$ cat src/hw/rtl/gccm_pkg.sv
// Shared types and constants for the graph coarsening column merge block.
package gccm_pkg;

  localparam int unsigned FineW   = 13;
  localparam int unsigned CoarseW = 12;
  localparam int unsigned SlotW   = 21;
  localparam int unsigned WInW    = 32;
  localparam int unsigned VSumW   = 34;
  localparam int unsigned ESumW   = 48;

  localparam logic [VSumW-1:0] VSumMax = '1;
  localparam logic [ESumW-1:0] ESumMax = '1;
  localparam logic [WInW-1:0]  OneQ16  = 32'h0001_0000;

  // Request operation codes
  typedef enum logic [2:0] {
    OP_LOAD   = 3'd0,
    OP_BEGIN  = 3'd1,
    OP_VWT    = 3'd2,
    OP_EDGE   = 3'd3,
    OP_FINISH = 3'd4
  } op_e;

  // Result kinds
  typedef enum logic [1:0] {
    KIND_NEW   = 2'd0,
    KIND_MERGE = 2'd1,
    KIND_COL   = 2'd2,
    KIND_GRAPH = 2'd3
  } kind_e;

  // Configuration register indexes
  localparam logic CfgUseEdgeW = 1'b0;
  localparam logic CfgUseVertW = 1'b1;

  typedef struct packed {
    logic [2:0]         operation;
    logic [FineW-1:0]   fine_vertex;
    logic [CoarseW-1:0] coarse_vertex;
    logic [WInW-1:0]    weight_in;
  } req_t;

  typedef struct packed {
    logic [1:0]         kind;
    logic [SlotW-1:0]   slot;
    logic [CoarseW-1:0] neighbor;
    logic [VSumW-1:0]   weight_out;
    logic [ESumW-1:0]   edge_sum;
    logic [ESumW:0]     twice_total;
  } res_t;

  // Classified command held in the queue
  typedef struct packed {
    op_e                op;
    logic [FineW-1:0]   fine;
    logic [CoarseW-1:0] coarse;
    logic [WInW-1:0]    weight;
  } cmd_t;

  // Back end status toward the front end
  typedef struct packed {
    logic pop;
    logic clearing;
  } bk_stat_t;

  typedef struct packed {
    logic use_edge_w;
    logic use_vert_w;
  } cfg_t;

endpackage

$ cat src/hw/rtl/gccm_front.sv
// Front end: accepts requests, drops no-op requests, queues commands.
module gccm_front #(
  parameter int unsigned MAX_FINE = 8192
) (
  input  logic              clk_i,
  input  logic              rst_ni,
  input  logic              start,
  output logic              busy,
  input  gccm_pkg::req_t    req_i,
  input  gccm_pkg::bk_stat_t stat_i,
  output logic              head_vld_o,
  output gccm_pkg::cmd_t    head_o
);
  import gccm_pkg::*;

  localparam int unsigned Depth = 2;

  cmd_t       q_q [Depth];
  logic       wp_q, wp_d, rp_q, rp_d;
  logic [1:0] cnt_q, cnt_d;
  logic       keep, push, fine_ok;

  assign busy = (cnt_q == 2'(Depth)) || stat_i.clearing;

  // Classify: unknown codes and out-of-range fine indexes do nothing
  assign fine_ok = 32'(req_i.fine_vertex) < 32'(MAX_FINE);
  always_comb begin
    unique case (req_i.operation)
      OP_LOAD, OP_EDGE:            keep = fine_ok;
      OP_BEGIN, OP_VWT, OP_FINISH: keep = 1'b1;
      default:                     keep = 1'b0;
    endcase
  end

  assign push = start && !busy && keep;

  // Queue pointers
  always_comb begin
    wp_d  = push ? ~wp_q : wp_q;
    rp_d  = stat_i.pop ? ~rp_q : rp_q;
    cnt_d = cnt_q + 2'(push) - 2'(stat_i.pop);
  end

  always_ff @(posedge clk_i or negedge rst_ni) begin
    if (!rst_ni) begin
      wp_q  <= 1'b0;
      rp_q  <= 1'b0;
      cnt_q <= '0;
    end else begin
      wp_q  <= wp_d;
      rp_q  <= rp_d;
      cnt_q <= cnt_d;
    end
  end

  always_ff @(posedge clk_i) begin
    if (push) begin
      q_q[wp_q] <= '{op: op_e'(req_i.operation), fine: req_i.fine_vertex,
                     coarse: req_i.coarse_vertex, weight: req_i.weight_in};
    end
  end

  assign head_vld_o = cnt_q != 2'd0;
  assign head_o     = q_q[rp_q];

endmodule

$ cat config.mk
export PLATFORM = sky130hd
export DESIGN_NAME = gccm_front
export DESIGN_NICKNAME = d
export VERILOG_FILES = /design/src/hw/rtl/gccm_pkg.sv /design/src/hw/rtl/gccm_front.sv
export SDC_FILE = /design/constraint.sdc
export NUM_CORES = 1
export LEC_CHECK = 0
export ABC_AREA = 0
export BUFFER_PORTS_ARGS = -buffer_cell sky130_fd_sc_hd__buf_2
export CORE_MARGIN = 2
export CORE_UTILIZATION = 45
export DETAILED_ROUTE_END_ITERATION = 7
export GPL_ROUTABILITY_DRIVEN = 0
export PLACE_DENSITY = 0.73
export SYNTH_ARGS = -nofsm -noshare
export SYNTH_HDL_FRONTEND = slang
export SYNTH_SLANG_ARGS = --single-unit
$ cat constraint.sdc
create_clock -name clk_i -period 6.7 [get_ports clk_i]
set_input_delay 0.67 -clock clk_i [delete_from_list [all_inputs] [get_ports clk_i]]
set_output_delay 0.67 -clock clk_i [all_outputs]
set_load 0.02 [all_outputs]
==> results.py <==
metrics = {
    "timing": {
        "finalSetupViolations": 0,
        "rsz0062_at_grt": "no",
        "slew-limit-headroom_pct": 24.0,
        "maxSlewViolCount": 0,
        "tightest_slew_ps": 1140,
        "hold_viol": 0,
        "fin_worst_skew_ps": 5.71,
        "fmax_mhz": 342,
        "setup-tns-final_ps": 0,
        "fin_crit_sh_pct": 43.7,
        "min_period_ps": 2930,
    },
    "finish": {
        "fillers": 811,
        "fin_nets": 414,
        "postLayoutCellArea_mm2": 0.00615,
        "diodes": 0,
        "drive_above_1_share_pct": 61.1,
        "areaGrowthSynthToFinish_pct": 27.0,
    },
    "floorplan": {
        "die_y_um": 108,
        "die-area_mm2": 0.0116,
        "rows": 37,
        "core_area_mm2": 0.0104,
        "die_w_um": 108,
        "initial_core_util_pct": 46.7,
        "pin_count": 127,
    },
    "worst_setup_path": {
        "r2r_cells": 4,
        "cp-start-kind": "flop",
        "reg2reg_slack_ps": 4360,
        "slowest_stage": "dfrtp_4",
        "cpPeakStageDelay_ps": 1180,
        "r2r_end": "q_q[0][23]",
        "critPathTopFamily": "flip-flops",
        "path_cells": "mux2_2 > buf_2",
        "critPathBufInv": 1,
        "endpoint_kind": "output pin",
        "arrival_ps": 2260,
        "crit_path_max_fanout": 61,
        "path_class": "reg -> out",
        "reg2reg_from": "cnt_q[1]",
        "required_ps": 6030,
    },
    "worst_hold_path": {
        "holdPathEnd": "q_q[0][4]",
        "min_path_type": "in -> reg",
        "holdPathStages": 1,
        "hold_start": "req_i[4]",
    },
    "yosys": {
        "ys_warn_count": 0,
        "synth_top_area_share_pct": 74.5,
        "synthSimpleGateAreaFrac_pct": 0.724,
        "synth_edf_count": 120,
        "synth-seq-cells": 124,
        "ys_top_cells_by_count": "120 x edfxtp_1, 59 x mux2_4, 6 x buf_12",
        "synth_compound_area_share_pct": 0.103,
        "ys_seq_area_share_pct": 76.5,
        "synth_fa_ha_area_share_pct": 0.517,
        "synthFlopType": "edfxtp_1",
        "synth_area_mm2": 0.00484,
        "yosysMostFrequentCell": "edfxtp_1",
        "syn_inst": 206,
        "synth_area_per_cell_um2": 23.5,
        "synth_area_leaders": "edfxtp_1 74%, mux2_4 18%, buf_12 2.5%, dfrtp_1 2.1%, xnor2_1 0.54%",
        "synth.distinct_cells": 15,
        "synthArstFlopShare_pct": 3.23,
        "synth_mux_area_share_pct": 18.5,
        "syn-num-nets": 273,
        "synth.largest_area_cell": "edfxtp_1",
        "synth_top_family_by_area": "multiplexers",
        "synth_xor_area_share_pct": 0.724,
    },
    "clocking": {
        "clk_latency_ps": 490,
        "clk_path_buf_depth": 2,
        "hold_buffers": 1,
        "path_clk_slew_ps": 60,
        "cts_resized": 0,
        "cts.sinks": 124,
        "cts-root-buf": "clkbuf_8",
        "cts.htree.levels": 4,
        "cts_tree": "yes",
        "post_cts_buffers": 0,
        "cts_buffers": 17,
    },
    "global_routing": {
        "grt_pass1_vias": 2319,
        "antenna_found_initial": 0,
        "grt_use_total_pct": 14.0,
        "grt_pass1_wl_mm": 11.6,
        "grt-ovfl-total": 0,
        "grt_max_degree": 62,
    },
    "pwr": {
        "p_clk_share_pct": 34.8,
        "ir_drop_uv": 340,
        "p_switching_uw": 719,
        "p_leak_uw": 0.00247,
        "swShare_pct": 27.7,
        "powerDensity_mw_per_mm2": 422,
        "seq_power_share_pct": 40.7,
        "combPwrFrac_pct": 24.5,
        "internal_power_uw": 1870,
    },
    "routing": {
        "vias": 2284,
        "drc": 0,
        "antenna_left": 0,
        "initialDrtViolationCount": 109,
        "wire_per_inst_um": 15.7,
        "wl_mm": 7.77,
        "dr.pass1.iters": 4,
        "vias_per_cell": 4.60,
    },
    "placed_design": {
        "port_buffers": 126,
        "dp_hpwl_mm": 5.01,
        "dpl_cell_area_mm2": 0.00554,
    },
    "flow_run": {
        "max-cap-violations": 0,
    },
    "status": {
        "outcome": "finished clean",
    },
}
placed cells by master, fill, tap and decap left out:
master,n
clkinv_2,3
clkinv_4,1
buf_2,126
nand4b_1,1
mux2_4,59
clkbuf_8,1
dfrtp_1,3
inv_1,2
o21ai_0,1
clkbuf_1,2
ha_1,2
or2_2,1
clkinv_1,2
xor2_1,1
mux2_2,1
xnor2_1,3
clkinvlp_4,3
dfrtp_4,1
nand2b_1,2
dlygate4sd3_1,1
edfxtp_1,120
bufinv_16,4
buf_4,2
nor2_4,2
clkbuf_16,16
layout make-up:
| cell class | count | area (um^2) | area share, % |
|---|---|---|---|
| Clock buffer | 19 | 422 | 6.86 |
| Clock inverter | 13 | 174 | 2.83 |
| Inverter | 2 | 7.51 | 0.122 |
| Multi-Input combinational cell | 73 | 1010 | 16.5 |
| Sequential cell | 124 | 3710 | 60.3 |
| Tap cell | 136 | 170 | 2.77 |
| Timing Repair Buffer | 129 | 656 | 10.7 |
routing by layer:
| layer | share of wire (%) | routed length (um) | global-route usage, % | up-vias |
|---|---|---|---|---|
| li1 | - | - | - | 1098 |
| met1 | 40 | 3090 | 15.9 | 1103 |
| met2 | 53 | 4110 | 23.4 | 77 |
| met3 | 6.4 | 499 | 6.05 | 6 |
| met4 | 0.90 | 70 | 5.22 | 0 |
| met5 | 0 | 0 | 0 | - |
logic make-up after synthesis:
family,Yosys count
compound gates,1
fa+ha+maj,2
flops,124
mux,60
buf+inv,9
simple gates,6
xor+xnor,4
how the worst max path moves through the flow:
stage,start,cells past startpoint,endpoint,slack [ps]
final,rp_q,2,head_o[59],3770
after global routing,rp_q,2,head_o[59],3630
after CTS,rp_q,2,head_o[59],3700
after detailed placement,req_i[58],5,q_q[1][10],3850
after global placement,req_i[58],5,q_q[0][44],3940
after floorplan,req_i[58],3,q_q[0][0],2660
flip-flops by register name, indices dropped and copies added, names as in the netlist:
| name | flops |
|---|---|
| q_q | 120 |
| cnt_q | 2 |
| rp_q | 1 |
| wp_q | 1 |
per-stage QoR:
step	hold slack [ps]	utilization (%)	total power, uW	instances	setup slack [ps]
2_1_floorplan	374	-	1600	206	2660
3_3_place_gp	481	53.5	1710	463	3940
3_5_place_dp	483	53.5	1720	463	3850
4_1_cts	337	59.3	2630	496	3700
5_1_grt	328	59.3	2700	496	3630
6_report	364	59.3	2590	496	3770
power groups by stage:
stage / Sequential (uW) / Combinational (uW) / Clock, uW
6_report: 1050 / 635 / 903
5_1_grt: 1070 / 676 / 958
4_1_cts: 1060 / 646 / 921
3_5_place_dp: 1070 / 643 / 0
3_3_place_gp: 1070 / 639 / 0
2_1_floorplan: 969 / 626 / 0
(Power assumes the default switching activity.)
